[src/rtl/indexed_min_heap_queue_top_defines.svh]
// Assertion macros for the indexed min-heap queue.
// Included by the top level; takes no other file.
`ifndef INDEXED_MIN_HEAP_QUEUE_TOP_DEFINES_SVH
`define INDEXED_MIN_HEAP_QUEUE_TOP_DEFINES_SVH
`ifndef SYNTH
`define IMHQ_ASSERT(label, clk, rst, prop) \
   label: assert property (@(posedge clk) disable iff (rst) prop) \
      else $error("imhq assertion failed");
`define IMHQ_ASSERT_NEVER(label, clk, rst, cond) \
   `IMHQ_ASSERT(label, clk, rst, !(cond))
`else
`define IMHQ_ASSERT(label, clk, rst, prop)
`define IMHQ_ASSERT_NEVER(label, clk, rst, cond)
`endif
`endif

[src/rtl/imhq_pkg.sv]
// Types and constants shared by the indexed min-heap queue.
// No dependencies.
`timescale 1ns / 1ps
`default_nettype none
package imhq_pkg;

   localparam int ID_IN_W  = 10;
   localparam int KEY_IN_W = 32;
   localparam int SIZE_W   = 11;

   typedef enum logic [1:0] {
      MODE_PUSH   = 2'd0,
      MODE_POP    = 2'd1,
      MODE_REMOVE = 2'd2,
      MODE_UPDATE = 2'd3
   } mode_type;

   typedef enum logic [2:0] {
      ST_OK      = 3'd0,
      ST_EMPTY   = 3'd1,
      ST_FULL    = 3'd2,
      ST_ABSENT  = 3'd3,
      ST_PRESENT = 3'd4
   } status_type;

   typedef enum logic [3:0] {
      CMD_NONE,
      CMD_LOAD,
      CMD_CLEAR,
      CMD_LOOKUP,
      CMD_SET_STATUS,
      CMD_PUSH_SETUP,
      CMD_UPDATE_SETUP,
      CMD_TAKE_GONE,
      CMD_TAKE_LAST,
      CMD_TAKE_MOVE,
      CMD_RISE_RD,
      CMD_RISE_MOVE,
      CMD_SINK_RDL,
      CMD_SINK_RDR,
      CMD_SINK_MOVE,
      CMD_PLACE
   } cmd_op_type;

   typedef struct packed {
      cmd_op_type op;
      status_type code;
      logic       finish;
   } cmd_type;

   typedef struct packed {
      mode_type mode;
      logic     id_valid;
      logic     present;
      logic     full;
      logic     empty;
      logic     key_zero;
      logic     rise_ok;
      logic     parent_greater;
      logic     has_left;
      logic     child_less;
      logic     take_resettle;
      logic     out_free;
      logic     clear_done;
   } dp_status_type;

   typedef enum logic [13:0] {
      S_CLEAR     = 14'b00000000000001,
      S_IDLE      = 14'b00000000000010,
      S_LOOKUP    = 14'b00000000000100,
      S_DECIDE    = 14'b00000000001000,
      S_TAKE_GONE = 14'b00000000010000,
      S_TAKE_LAST = 14'b00000000100000,
      S_TAKE_MOVE = 14'b00000001000000,
      S_RISE_CHK  = 14'b00000010000000,
      S_RISE_CMP  = 14'b00000100000000,
      S_SINK_CHK  = 14'b00001000000000,
      S_SINK_RDR  = 14'b00010000000000,
      S_SINK_CMP  = 14'b00100000000000,
      S_PLACE     = 14'b01000000000000,
      S_FINISH    = 14'b10000000000000
   } state_type;

endpackage
`default_nettype wire

[src/rtl/imhq_ctrl.sv]
// Controller state machine of the indexed min-heap queue.
// Depends on imhq_pkg for states, commands and datapath status.
`timescale 1ns / 1ps
`default_nettype none
module imhq_ctrl (
   input  wire logic                    clock,
   input  wire logic                    reset,
   input  wire logic                    req_valid,
   output logic                         req_ready,
   input  wire imhq_pkg::dp_status_type status,
   output imhq_pkg::cmd_type            cmd
);

   imhq_pkg::state_type state_ff, state_in;
   imhq_pkg::state_type after_rise;

   always_comb begin
      after_rise = (status.mode == imhq_pkg::MODE_PUSH) ? imhq_pkg::S_PLACE
                                                         : imhq_pkg::S_SINK_CHK;
      state_in   = state_ff;
      cmd.op     = imhq_pkg::CMD_NONE;
      cmd.code   = imhq_pkg::ST_OK;
      cmd.finish = 1'b0;
      unique case (state_ff)
         imhq_pkg::S_CLEAR: begin
            cmd.op = imhq_pkg::CMD_CLEAR;
            if (status.clear_done) begin
               state_in = imhq_pkg::S_IDLE;
            end
         end
         imhq_pkg::S_IDLE: begin
            if (req_valid) begin
               cmd.op   = imhq_pkg::CMD_LOAD;
               state_in = imhq_pkg::S_LOOKUP;
            end
         end
         imhq_pkg::S_LOOKUP: begin
            cmd.op   = imhq_pkg::CMD_LOOKUP;
            state_in = imhq_pkg::S_DECIDE;
         end
         imhq_pkg::S_DECIDE: begin
            state_in = imhq_pkg::S_FINISH;
            cmd.op   = imhq_pkg::CMD_SET_STATUS;
            unique case (status.mode)
               imhq_pkg::MODE_PUSH: begin
                  if (!status.id_valid) begin
                     cmd.code = imhq_pkg::ST_ABSENT;
                  end else if (status.present) begin
                     cmd.code = imhq_pkg::ST_PRESENT;
                  end else if (status.full) begin
                     cmd.code = imhq_pkg::ST_FULL;
                  end else begin
                     cmd.op   = imhq_pkg::CMD_PUSH_SETUP;
                     state_in = imhq_pkg::S_RISE_CHK;
                  end
               end
               imhq_pkg::MODE_POP: begin
                  if (status.empty) begin
                     cmd.code = imhq_pkg::ST_EMPTY;
                  end else begin
                     cmd.op   = imhq_pkg::CMD_NONE;
                     state_in = imhq_pkg::S_TAKE_GONE;
                  end
               end
               imhq_pkg::MODE_REMOVE: begin
                  if (!status.present) begin
                     cmd.code = imhq_pkg::ST_ABSENT;
                  end else begin
                     cmd.op   = imhq_pkg::CMD_NONE;
                     state_in = imhq_pkg::S_TAKE_GONE;
                  end
               end
               default: begin
                  if (!status.present) begin
                     cmd.code = imhq_pkg::ST_ABSENT;
                  end else if (status.key_zero) begin
                     cmd.op   = imhq_pkg::CMD_NONE;
                     state_in = imhq_pkg::S_TAKE_GONE;
                  end else begin
                     cmd.op   = imhq_pkg::CMD_UPDATE_SETUP;
                     state_in = imhq_pkg::S_RISE_CHK;
                  end
               end
            endcase
         end
         imhq_pkg::S_TAKE_GONE: begin
            cmd.op   = imhq_pkg::CMD_TAKE_GONE;
            state_in = imhq_pkg::S_TAKE_LAST;
         end
         imhq_pkg::S_TAKE_LAST: begin
            cmd.op   = imhq_pkg::CMD_TAKE_LAST;
            state_in = imhq_pkg::S_TAKE_MOVE;
         end
         imhq_pkg::S_TAKE_MOVE: begin
            cmd.op   = imhq_pkg::CMD_TAKE_MOVE;
            state_in = status.take_resettle ? imhq_pkg::S_RISE_CHK : imhq_pkg::S_FINISH;
         end
         imhq_pkg::S_RISE_CHK: begin
            if (status.rise_ok) begin
               cmd.op   = imhq_pkg::CMD_RISE_RD;
               state_in = imhq_pkg::S_RISE_CMP;
            end else begin
               state_in = after_rise;
            end
         end
         imhq_pkg::S_RISE_CMP: begin
            if (status.parent_greater) begin
               cmd.op   = imhq_pkg::CMD_RISE_MOVE;
               state_in = imhq_pkg::S_RISE_CHK;
            end else begin
               state_in = after_rise;
            end
         end
         imhq_pkg::S_SINK_CHK: begin
            if (status.has_left) begin
               cmd.op   = imhq_pkg::CMD_SINK_RDL;
               state_in = imhq_pkg::S_SINK_RDR;
            end else begin
               state_in = imhq_pkg::S_PLACE;
            end
         end
         imhq_pkg::S_SINK_RDR: begin
            cmd.op   = imhq_pkg::CMD_SINK_RDR;
            state_in = imhq_pkg::S_SINK_CMP;
         end
         imhq_pkg::S_SINK_CMP: begin
            if (status.child_less) begin
               cmd.op   = imhq_pkg::CMD_SINK_MOVE;
               state_in = imhq_pkg::S_SINK_CHK;
            end else begin
               state_in = imhq_pkg::S_PLACE;
            end
         end
         imhq_pkg::S_PLACE: begin
            cmd.op   = imhq_pkg::CMD_PLACE;
            state_in = imhq_pkg::S_FINISH;
         end
         imhq_pkg::S_FINISH: begin
            if (status.out_free) begin
               cmd.finish = 1'b1;
               state_in   = imhq_pkg::S_IDLE;
            end
         end
         default: begin
            state_in = imhq_pkg::S_IDLE;
         end
      endcase
   end

   always_ff @(posedge clock) begin
      if (reset) begin
         state_ff <= imhq_pkg::S_CLEAR;
      end else begin
         state_ff <= state_in;
      end
   end

   assign req_ready = (state_ff == imhq_pkg::S_IDLE);

endmodule
`default_nettype wire

[config.mk]
export PLATFORM = sky130hd
export DESIGN_NAME = imhq_ctrl
export DESIGN_NICKNAME = d
export VERILOG_FILES = /design/src/rtl/indexed_min_heap_queue_top_defines.svh /design/src/rtl/imhq_pkg.sv /design/src/rtl/imhq_ctrl.sv
export SDC_FILE = /design/constraint.sdc
export NUM_CORES = 1
export LEC_CHECK = 0
export BUFFER_PORTS_ARGS = -buffer_cell sky130_fd_sc_hd__buf_2
export CORE_AREA = 2 2 49 51
export CTS_CLUSTER_SIZE = 12
export DETAILED_ROUTE_END_ITERATION = 10
export DIE_AREA = 0 0 51 53
export PLACE_DENSITY = 0.85
export SLEW_MARGIN = 20
export SYNTH_ARGS = -nofsm -noshare
export SYNTH_HDL_FRONTEND = slang
export SYNTH_SLANG_ARGS = --single-unit
[constraint.sdc]
create_clock -name clock -period 2.9 [get_ports clock]
set_input_delay 0.58 -clock clock [delete_from_list [all_inputs] [get_ports clock]]
set_output_delay 0.58 -clock clock [all_outputs]
set_load 0.05 [all_outputs]
**Word level (Yosys, flattened, before mapping)**

Cells that the tools add are included.

- Register bits: 14
- Output and inout bits: 9

- Equality and inequality tests: 19
- Multiplexer cells: 40
- Reduce and logical (&&, ||, !) cells: 2

Operator list:

| kind | number |
|---|---|
| 14-bit one-hot mux with 14 select lines | 1 |
| 14-bit 2-to-1 mux | 10 |
| 13-bit 2-to-1 mux | 5 |
| 4-bit one-hot mux with 13 select lines | 1 |
| 14-bit one-hot mux with 3 select lines | 1 |
| 3-bit 2-to-1 mux | 7 |
| 7-bit one-hot mux with 3 select lines | 1 |
| 4-bit 2-to-1 mux | 5 |
| 14-bit by 1-bit equality test with 1-bit output, second input constant | 1 |
| 14-bit by 10-bit equality test with 1-bit output, second input constant | 1 |
| 14-bit by 11-bit equality test with 1-bit output, second input constant | 1 |
| 14-bit by 12-bit equality test with 1-bit output, second input constant | 1 |
| 14-bit by 13-bit equality test with 1-bit output, second input constant | 1 |
| 14-bit equality test, second input constant | 1 |
| 14-bit by 2-bit equality test with 1-bit output, second input constant | 1 |
| 14-bit by 3-bit equality test with 1-bit output, second input constant | 1 |
| 14-bit by 4-bit equality test with 1-bit output, second input constant | 1 |
| 14-bit by 5-bit equality test with 1-bit output, second input constant | 1 |
| 14-bit by 6-bit equality test with 1-bit output, second input constant | 1 |
| 14-bit by 7-bit equality test with 1-bit output, second input constant | 1 |
| 14-bit by 8-bit equality test with 1-bit output, second input constant | 1 |
| 14-bit by 9-bit equality test with 1-bit output, second input constant | 1 |
| 8-bit 2-to-1 mux | 1 |
| 1-bit 2-to-1 mux | 6 |
| other kinds (6) | 9 |

**Longest topological paths before layout**

Gate-level depths: netlist of the first run.

- Depth in word-level cells: 5
- Mapped depth: 8
- Gate-level depth less buffers: 6

**Least setup slack after synthesis of the first run**

Ideal clock, no wire load.

- Path type: register -> output
- Start: register state_ff[9]
- End: output port cmd[4] (netlist name)
- Arrival: 2.230 ns
- Path slack: 0.090 ns
- Stages on the path, launching flop included: 9
- Path buffers: 2
- Path through: dfxtp_1 buf_6 nor4_4 and2_2 clkbuf_1 nand3_1 inv_1 nand2_1 nand4b_1

RTL lines:

| element | RTL line | RTL |
|---|---|---|
| start: declaration | imhq_ctrl.sv:14 | `imhq_pkg::state_type state_ff, state_in;` |
| start signal: assignment | imhq_ctrl.sv:152 | `state_ff <= imhq_pkg::S_CLEAR;` |
| start signal: assignment | imhq_ctrl.sv:154 | `state_ff <= state_in;` |
| end: declaration | imhq_ctrl.sv:11 | `output imhq_pkg::cmd_type cmd` |

==> results of run 1 <==
-- report_power, final --
group | switching [mW] | total (mW) | internal (mW)
combinational | 0.0556 | 0.0896 | 0.0339
sequential | 0.00412 | 0.200 | 0.196
clock | 0.0615 | 0.110 | 0.0483
total | 0.121 | 0.399 | 0.278
-- layout make-up --
cell class / instances / share of cell area (%)
Sequential cell: 14 / 21.9
Inverter: 4 / 1.18
Clock buffer: 3 / 1.76
Tap cell: 28 / 2.74
Timing Repair Buffer: 29 / 12.1
Multi-Input combinational cell: 120 / 60.2
-- metrics by stage --
stage	std cells	total power [mW]	utilization [%]	worst slack (ns)	cell area, um^2
after floorplan	148	0.263	-	0.0901	1110
after global placement	193	0.290	57.7	0.471	1240
after detailed placement	193	0.292	57.7	0.464	1240
after CTS	196	0.400	58.8	0.124	1260
after global routing	198	0.415	59.5	0.0332	1280
final	198	0.399	59.5	0.122	1280
-- worst max-delay path, cell delays in order, from the launching register on --
cell	delay (ns)
dfxtp_1	0.40
nor4_4	0.48
nand3_2	0.14
or4_4	0.51
nand4b_1	0.11
buf_2	0.27
-- cells in the mapped netlist, drive strengths merged --
| cell | instances |
|---|---|
| inv | 4 |
| or4b | 1 |
| nor4b | 5 |
| a21oi | 9 |
| nor4bb | 1 |
| o2111ai | 1 |
| or4 | 1 |
| buf | 5 |
| and3 | 3 |
| o32ai | 2 |
| nand2b | 4 |
| o211ai | 3 |
| xnor2 | 2 |
| or2 | 1 |
| a2111o | 1 |
| nor3b | 4 |
| nor2b | 6 |
| o21bai | 1 |
| o22a | 1 |
| nand4b | 1 |
| nor2 | 13 |
| and2 | 3 |
| nand3b | 1 |
| xor2 | 2 |
| and4b | 1 |
| o2bb2ai | 1 |
| nor4 | 5 |
| nand4 | 7 |
| a41oi | 1 |
| mux2i | 1 |
| and4bb | 1 |
| a31oi | 1 |
| or3 | 1 |
| nand3 | 11 |
| nand2 | 10 |
| clkbuf | 5 |
| o22ai | 3 |
| nor3 | 7 |
| o21ai | 4 |
| dfxtp | 14 |
-- how the worst max path moves through the flow --
stage,start,endpoint,depth (start not counted)
final,state_ff[8]$_SDFFE_PP0P_,cmd[4],5
after detailed placement,state_ff[9]$_SDFFE_PP0P_,cmd[4],5
after global routing,state_ff[8]$_SDFFE_PP0P_,cmd[4],7
after global placement,state_ff[9]$_SDFFE_PP0P_,cmd[4],5
after floorplan,state_ff[9]$_SDFFE_PP0P_,cmd[4],8
after CTS,state_ff[9]$_SDFFE_PP0P_,cmd[4],5
-- cells by family (layout without fill, tap and decap cells) --
kind of cell,after synthesis,after routing,synth area share [%]
compound gates,28,28,16.8
xor+xnor,4,4,3.14
buf+inv,14,36,5.84
flops,14,14,25.1
mux,1,1,0.898
simple gates,87,87,48.1
-- routing by layer --
layer  GRT usage [%]  part of all wire [%]  vias up
met1            27.1                    41      573
met3            2.82                   6.7       14
met5               0                     0        -
met2            39.4                    49       69
li1                -                     -      607
met4            17.1                   4.0        0
==> flow_metrics.py, run 1 <==
metrics = {
    "drt": {
        "drc": 0,
        "final_antenna_net_count": 0,
        "drt_wl_total_um": 2880,
        "drtPass1Iterations": 4,
        "num_vias": 1263,
        "wire_per_inst_um": 14.6,
        "vias_per_cell": 6.38,
        "initialDrtViolationCount": 43,
    },
    "clock_network": {
        "cts-root-buf": "clkbuf_4",
        "numCtsBuffers": 3,
        "hold_buffers": 0,
        "cts_tree": "yes",
        "cts.path.max_buffers": 2,
        "post_cts_buffers": 0,
        "ctsResizeCount": 0,
        "insertion_delay_ns": 0.29,
        "cts.htree.levels": 1,
        "cts.clk_slew.worst_paths_ns": 0.08,
        "cts_sinks": 14,
    },
    "worst_setup_path": {
        "r2r_slack_ns": 0.94,
        "cp.arrival_ns": 2.20,
        "timing.rr.start": "state_ff[8]$_SDFFE_PP0P_",
        "worst_r2r_path_depth": 5,
        "cp.required_ns": 2.32,
        "cp-end-kind": "output port",
        "cp_max_fo": 8,
        "worst_setup_path_start_kind": "flip-flop",
        "rr_endpoint": "state_ff[13]$_SDFFE_PP0P_",
        "path_class": "reg -> out",
    },
    "timing": {
        "timing.final.crit_share_pct": 95.8,
        "finalHoldViolCount": 0,
        "fmax_ghz": 0.360,
        "slew-limit-headroom_pct": 59.6,
        "hold-worst-slack_ns": 0.534,
        "tns_ns": 0,
        "tightest_slew_ns": 0.598,
        "min_period_ns": 2.78,
        "grt_setup_unrepaired": "no",
        "final-setup-viol-count": 0,
        "finalClockSkew_ns": 0.00675,
        "slew_viol_final": 0,
    },
    "floorplan": {
        "fp.dieW_um": 51,
        "ios": 26,
        "dieArea_um2": 2700,
        "core_area_um2": 2150,
        "placementRows": 17,
        "initial_core_util_pct": 51.9,
        "die_height_um": 53,
    },
    "global_route": {
        "grt_max_degree": 14,
        "grt_pass1_vias": 1173,
        "grt_overflow_total": 0,
        "antenna_found_initial": 0,
        "grt_usage_pct": 23.3,
        "grt_pass1_wl_um": 4770,
    },
    "worst_hold_path": {
        "hp-class": "reg -> reg",
        "holdPathEnd": "state_ff[3]$_SDFFE_PP0P_",
        "holdCritStartpoint": "state_ff[2]$_SDFFE_PP0P_",
        "holdPathStages": 2,
    },
    "power": {
        "cellPowerDensity_nw_per_um2": 312,
        "total_leakage_power_nw": 0.531,
        "peakVddDrop_mv": 0.164,
    },
    "layout": {
        "multi_input_area_um2": 769,
        "fillCellCount": 205,
        "regArea_um2": 280,
        "final_common_cell": "buf_2",
        "largest_reg_flops": 14,
        "top_regs": "state_ff (14)",
        "final_cell_mix": "25 x buf_2, 14 x dfxtp_1, 13 x nor2_1, 10 x nand3_1, 10 x nand2_1",
        "syn2layout_area_growth_pct": 14.6,
        "largest-register": "state_ff",
        "layout-drive-gt1-share_pct": 24.7,
        "antennaDiodeCount": 0,
        "nets": 189,
    },
    "placement": {
        "gp_congestion": 0.888,
        "place_hpwl_um": 2270,
        "port_buffers": 25,
    },
    "synthesis": {
        "synth_top_cell_area_share_pct": 25.1,
        "yosys.area.top_type": "dfxtp_1",
        "yosys_warnings": 0,
        "ys_types": 47,
        "ys_ff_latch": 14,
        "netlist_instances": 148,
        "seq_area_frac_synth_pct": 25.1,
        "synth_area_um2": 1110,
        "syn_avg_cell_area_um2": 7.53,
        "ys_top_cells_by_area": "dfxtp_1 25%, nand3_1 4.5%, nor2_1 4.4%, nand4_1 3.9%, nor4b_1 3.9%",
        "syn_nets": 165,
    },
    "flow_run": {
        "maxCapViolations": 0,
    },
    "run_status": {
        "outcome": "finished clean",
    },
}
Note: power is estimated with default switching activity, not from simulation.
==> run 2: changes to the inputs <==
--- a/config.mk
+++ b/config.mk
@@ -6,10 +6,11 @@
 export NUM_CORES = 1
 export LEC_CHECK = 0
 export BUFFER_PORTS_ARGS = -buffer_cell sky130_fd_sc_hd__buf_2
-export CORE_AREA = 2 2 49 51
+export CORE_AREA = 3 3 50 52
 export CTS_CLUSTER_SIZE = 12
 export DETAILED_ROUTE_END_ITERATION = 10
-export DIE_AREA = 0 0 51 53
+export DIE_AREA = 0 0 53 55
+export MAX_ROUTING_LAYER = met4
 export PLACE_DENSITY = 0.85
 export SLEW_MARGIN = 20
 export SYNTH_ARGS = -nofsm -noshare
==> flow_metrics.py, run 2 (synthesized netlist as in run 1, its figures left out) <==
metrics = {
    "layout": {
        "antennaDiodeCount": 0,
        "largest-register": "state_ff",
        "final_common_cell": "buf_2",
        "syn2layout_area_growth_pct": 17.2,
        "top_regs": "state_ff (14)",
        "layout.cells.non_filler": 201,
        "fillCellCount": 199,
        "final_util_pct": 60.8,
        "layout-drive-gt1-share_pct": 26.0,
        "nets": 191,
        "final_cell_mix": "25 x buf_2, 14 x dfxtp_1, 13 x nor2_1, 10 x nand3_1, 10 x nand2_1",
        "largest_reg_flops": 14,
    },
    "drt": {
        "num_vias": 1264,
        "wire_per_inst_um": 15.9,
        "final_antenna_net_count": 0,
        "drt_wl_total_um": 3200,
        "drc": 0,
        "initialDrtViolationCount": 46,
        "vias_per_cell": 6.29,
        "drtPass1Iterations": 4,
    },
    "placement": {
        "place_hpwl_um": 2420,
        "gp_congestion": 0.959,
        "dpl.cell_count": 194,
        "port_buffers": 25,
    },
    "run_status": {
        "outcome": "finished clean",
    },
    "worst_setup_path": {
        "crit_start": "state_ff[11]$_SDFFE_PP0P_",
        "path_class": "reg -> out",
        "worst_setup_path_start_kind": "flip-flop",
        "cp_max_fo": 8,
        "cp.arrival_ns": 2.20,
        "critPathSlowestCell": "or4_4",
        "max_stage_delay_ns": 0.52,
        "crit_chain": "nor4_4, nand3_2, or4_4, nand4b_1, buf_2",
        "critPathTopFamily": "simple AND/OR/NAND/NOR gates",
        "timing.rr.start": "state_ff[11]$_SDFFE_PP0P_",
        "cp-end-kind": "output port",
        "crit_buf_inv": 1,
        "cp.required_ns": 2.32,
    },
    "floorplan": {
        "ios": 26,
        "die_height_um": 55,
        "fp.dieW_um": 53,
        "core_area_um2": 2150,
        "dieArea_um2": 2920,
        "initial_core_util_pct": 51.9,
        "placementRows": 17,
    },
    "timing": {
        "min_period_ns": 2.78,
        "tns_ns": 0,
        "slew-limit-headroom_pct": 62.9,
        "timing.final.crit_share_pct": 95.7,
        "tightest_slew_ns": 0.548,
        "final-setup-viol-count": 0,
        "fmax_ghz": 0.360,
        "slew_viol_final": 0,
        "finalHoldViolCount": 0,
        "finalClockSkew_ns": 0.00485,
        "grt_setup_unrepaired": "no",
    },
    "global_route": {
        "antenna_found_initial": 0,
        "grt_overflow_total": 0,
        "grt_pass1_vias": 1130,
        "grt_usage_pct": 23.3,
        "grt_max_degree": 13,
        "grt_pass1_wl_um": 4930,
    },
    "clock_network": {
        "cts-root-buf": "clkbuf_4",
        "ctsResizeCount": 0,
        "cts.path.max_buffers": 2,
        "numCtsBuffers": 3,
        "insertion_delay_ns": 0.28,
        "cts.clk_slew.worst_paths_ns": 0.09,
        "cts_tree": "yes",
        "cts.htree.levels": 1,
        "cts_sinks": 14,
    },
    "power": {
        "total_leakage_power_nw": 0.546,
        "cellPowerDensity_nw_per_um2": 331,
        "peakVddDrop_mv": 0.208,
    },
    "worst_hold_path": {
        "hp-class": "reg -> reg",
        "holdCritStartpoint": "state_ff[2]$_SDFFE_PP0P_",
    },
    "flow_run": {
        "maxCapViolations": 0,
    },
}
[run 2: cell count changes in the layout (fill, tap and decap cells not counted), sizes merged]
cell,change
buf,+2
clkbuf,+1
[run 2: area by class of cell]
cell class                 instances  area [um^2]  share of cell area [%]
timing repair buffer              31          170                    13.0
tap                               28         35.0                    2.68
sequential                        14          280                    21.5
inverter                           4         15.0                    1.15
clock buffer                       4         36.3                    2.78
multi-input combinational        120          769                    58.9
[run 2: per-layer routing]
layer	track usage, %	vias to the layer above	share of wire (%)
met5	-	-	0
met4	9.36	0	2.8
met3	2.14	14	6.7
met2	41.1	72	48
met1	27.4	573	42
li1	-	605	-
[run 2: power by group]
group | internal, mW | switching [mW]
logic | 0.0340 | 0.0574
clock network | 0.0763 | 0.0654
registers | 0.196 | 0.00416
[run 2: final timing paths]
path                               endpoint  slack (ns)  cells past startpoint
setup / recovery                     cmd[4]        0.12                      5
hold / removal     state_ff[3]$_SDFFE_PP0P_        0.54                      2
setup reg to reg  state_ff[13]$_SDFFE_PP0P_        0.94                      5
hold reg to reg    state_ff[3]$_SDFFE_PP0P_        0.54                      2
[run 2: metrics by stage]
step	total power [mW]	setup WS, ns	instance area, um^2	hold WS [ns]
CTS	0.432	0.0840	1280	0.535
finish	0.433	0.125	1310	0.540
global placement	0.290	0.470	1250	0.503
detailed placement	0.293	0.395	1250	0.524
global route	0.451	0.0277	1310	0.541
floorplan	0.263	0.0901	1110	0.476
[run 2: tightest hold or removal path, cell delays in order, from the launching register on]
cell,delay (ns)
dfxtp_1,0.38
nand2_1,0.09
nor3_1,0.04
[run 2: what timing repair did]
action / CTS / global route
setup endpoints to repair: 0 / 4
buffers inserted: 0 / 3
hold endpoints to repair: 0 / 0
hold buffers: 0 / 0
==> run 3: changes to the inputs <==
==> constraint.sdc (replaced) <==
create_clock -name clock -period 2.9 [get_ports clock]
set_input_delay 0.29 -clock clock [delete_from_list [all_inputs] [get_ports clock]]
set_output_delay 0.29 -clock clock [all_outputs]
set_load 0.05 [all_outputs]
==> flow_metrics.py, run 3 (synthesized netlist as in run 1, its figures left out) <==
metrics = {
    "timing": {
        "tightest_slew_ns": 0.628,
        "finalHoldViolCount": 0,
        "slew-limit-headroom_pct": 57.6,
        "final-setup-viol-count": 0,
        "min_period_ns": 2.58,
        "fmax_ghz": 0.388,
        "slew_viol_final": 0,
        "grt_setup_unrepaired": "no",
        "setup_ws_ns": 0.325,
        "finalClockSkew_ns": 0.00651,
        "timing.final.crit_share_pct": 88.8,
        "tns_ns": 0,
    },
    "worst_setup_path": {
        "cp_num_cells": 5,
        "crit_chain": "nor4_4, nand4_1, nor2_1, a2111o_1, buf_2",
        "cp-end-kind": "output port",
        "timing.rr.start": "state_ff[9]$_SDFFE_PP0P_",
        "crit_buf_inv": 1,
        "worst_setup_path_start_kind": "flip-flop",
        "critPathTopFamily": "simple AND/OR/NAND/NOR gates",
        "cp_max_fo": 10,
        "cp.arrival_ns": 2.29,
        "endpoint": "cmd[5]",
        "cp.required_ns": 2.61,
        "max_stage_delay_ns": 0.47,
        "crit_start": "state_ff[9]$_SDFFE_PP0P_",
        "critPathSlowestCell": "nor4_4",
        "worst_r2r_path_depth": 5,
        "r2r_slack_ns": 0.87,
        "path_class": "reg -> out",
        "rr_endpoint": "state_ff[13]$_SDFFE_PP0P_",
    },
    "placement": {
        "place_hpwl_um": 2400,
        "place_ws_ns": 0.681,
        "gp_congestion": 0.985,
        "port_buffers": 25,
    },
    "drt": {
        "vias_per_cell": 6.42,
        "num_vias": 1265,
        "drtPass1Iterations": 4,
        "wire_per_inst_um": 15.7,
        "drt_wl_total_um": 3100,
        "initialDrtViolationCount": 67,
        "drc": 0,
        "final_antenna_net_count": 0,
    },
    "layout": {
        "final_common_cell": "buf_2",
        "largest_reg_flops": 14,
        "nets": 187,
        "syn2layout_area_growth_pct": 14.5,
        "largest-register": "state_ff",
        "final_util_pct": 59.4,
        "antennaDiodeCount": 0,
        "top_regs": "state_ff (14)",
        "final_cell_mix": "25 x buf_2, 14 x dfxtp_1, 13 x nor2_1, 10 x nand3_1, 10 x nand2_1",
        "layout-drive-gt1-share_pct": 24.3,
    },
    "clock_network": {
        "ctsResizeCount": 0,
        "cts.clk_slew.worst_paths_ns": 0.09,
        "cts-root-buf": "clkbuf_4",
        "numCtsBuffers": 3,
        "cts.path.max_buffers": 2,
        "cts_tree": "yes",
        "post_cts_buffers": 0,
        "cts.htree.levels": 1,
        "hold_buffers": 0,
        "cts_sinks": 14,
        "insertion_delay_ns": 0.28,
    },
    "floorplan": {
        "core_area_um2": 2150,
        "placementRows": 17,
        "initial_core_util_pct": 51.9,
        "dieArea_um2": 2920,
        "die_height_um": 55,
        "fp.dieW_um": 53,
        "ios": 26,
    },
    "global_route": {
        "grt.busiest_layer": "met2",
        "grt_pass1_vias": 1212,
        "grt_pass1_wl_um": 5240,
        "grt_max_degree": 15,
        "grt_overflow_total": 0,
        "grt_util_met3_pct": 4.02,
        "grt_use_met2_pct": 43.4,
        "antenna_found_initial": 0,
        "grt_usage_pct": 24.7,
        "met1_usage_pct": 28.3,
    },
    "worst_hold_path": {
        "hp-class": "in -> reg",
    },
    "power": {
        "peakVddDrop_mv": 0.212,
        "cellPowerDensity_nw_per_um2": 340,
        "total_leakage_power_nw": 0.529,
    },
    "run_status": {
        "outcome": "finished clean",
    },
    "flow_run": {
        "maxCapViolations": 0,
    },
}
-- run 3: changes by cell type in the layout (fill, tap and decap cells not counted), sizes merged --
| cell | delta |
|---|---|
| buf | -4 |
-- run 3: routing by layer --
metal	vias to the layer above	wire [um]
met5	-	0
met3	13	292
met4	0	63
li1	594	-
met1	569	1210
met2	89	1530
-- run 3: worst register-to-register path: stages, from the launching register on --
cell     delay, ns
dfxtp_1       0.43
nor4_4        0.47
nand3_2       0.17
or4_4         0.53
o22a_1        0.25
a21oi_2       0.13
-- run 3: area by class of cell --
cell class                      instances  area, um^2
Clock buffer                            4        36.3
Sequential cell                        14         280
Timing Repair Buffer                   27         140
Multi-Input combinational cell        120         769
Fill cell                             192         872
Inverter                                4        15.0
Tap cell                               28        35.0
-- run 3: worst min path at each step --
stage                                     endpoint  slack, ns  cells past startpoint                     start
after floorplan           state_ff[0]$_SDFFE_PP1P_       0.39                      2                     reset
after global placement    state_ff[3]$_SDFFE_PP0P_       0.51                      2  state_ff[2]$_SDFFE_PP0P_
after detailed placement  state_ff[3]$_SDFFE_PP0P_       0.51                      2  state_ff[2]$_SDFFE_PP0P_
after CTS                 state_ff[1]$_SDFFE_PP0P_       0.24                      2                 req_valid
after global routing      state_ff[1]$_SDFFE_PP0P_       0.26                      2                 req_valid
final                     state_ff[1]$_SDFFE_PP0P_       0.25                      2                 req_valid
-- run 3: stage by stage --
stage / power (mW) / hold WS, ns / cells / cell area, um^2
floorplan: 0.263 / 0.389 / 148 / 1110
global placement: 0.290 / 0.507 / 193 / 1240
detailed placement: 0.294 / 0.511 / 193 / 1240
CTS: 0.434 / 0.242 / 197 / 1280
global route: 0.451 / 0.255 / 197 / 1280
finish: 0.434 / 0.245 / 197 / 1280
-- run 3: where the power goes --
| group | internal [mW] | switching [mW] |
|---|---|---|
| logic | 0.0340 | 0.0578 |
| clock network | 0.0764 | 0.0662 |
| registers | 0.196 | 0.00432 |
| total | 0.306 | 0.128 |
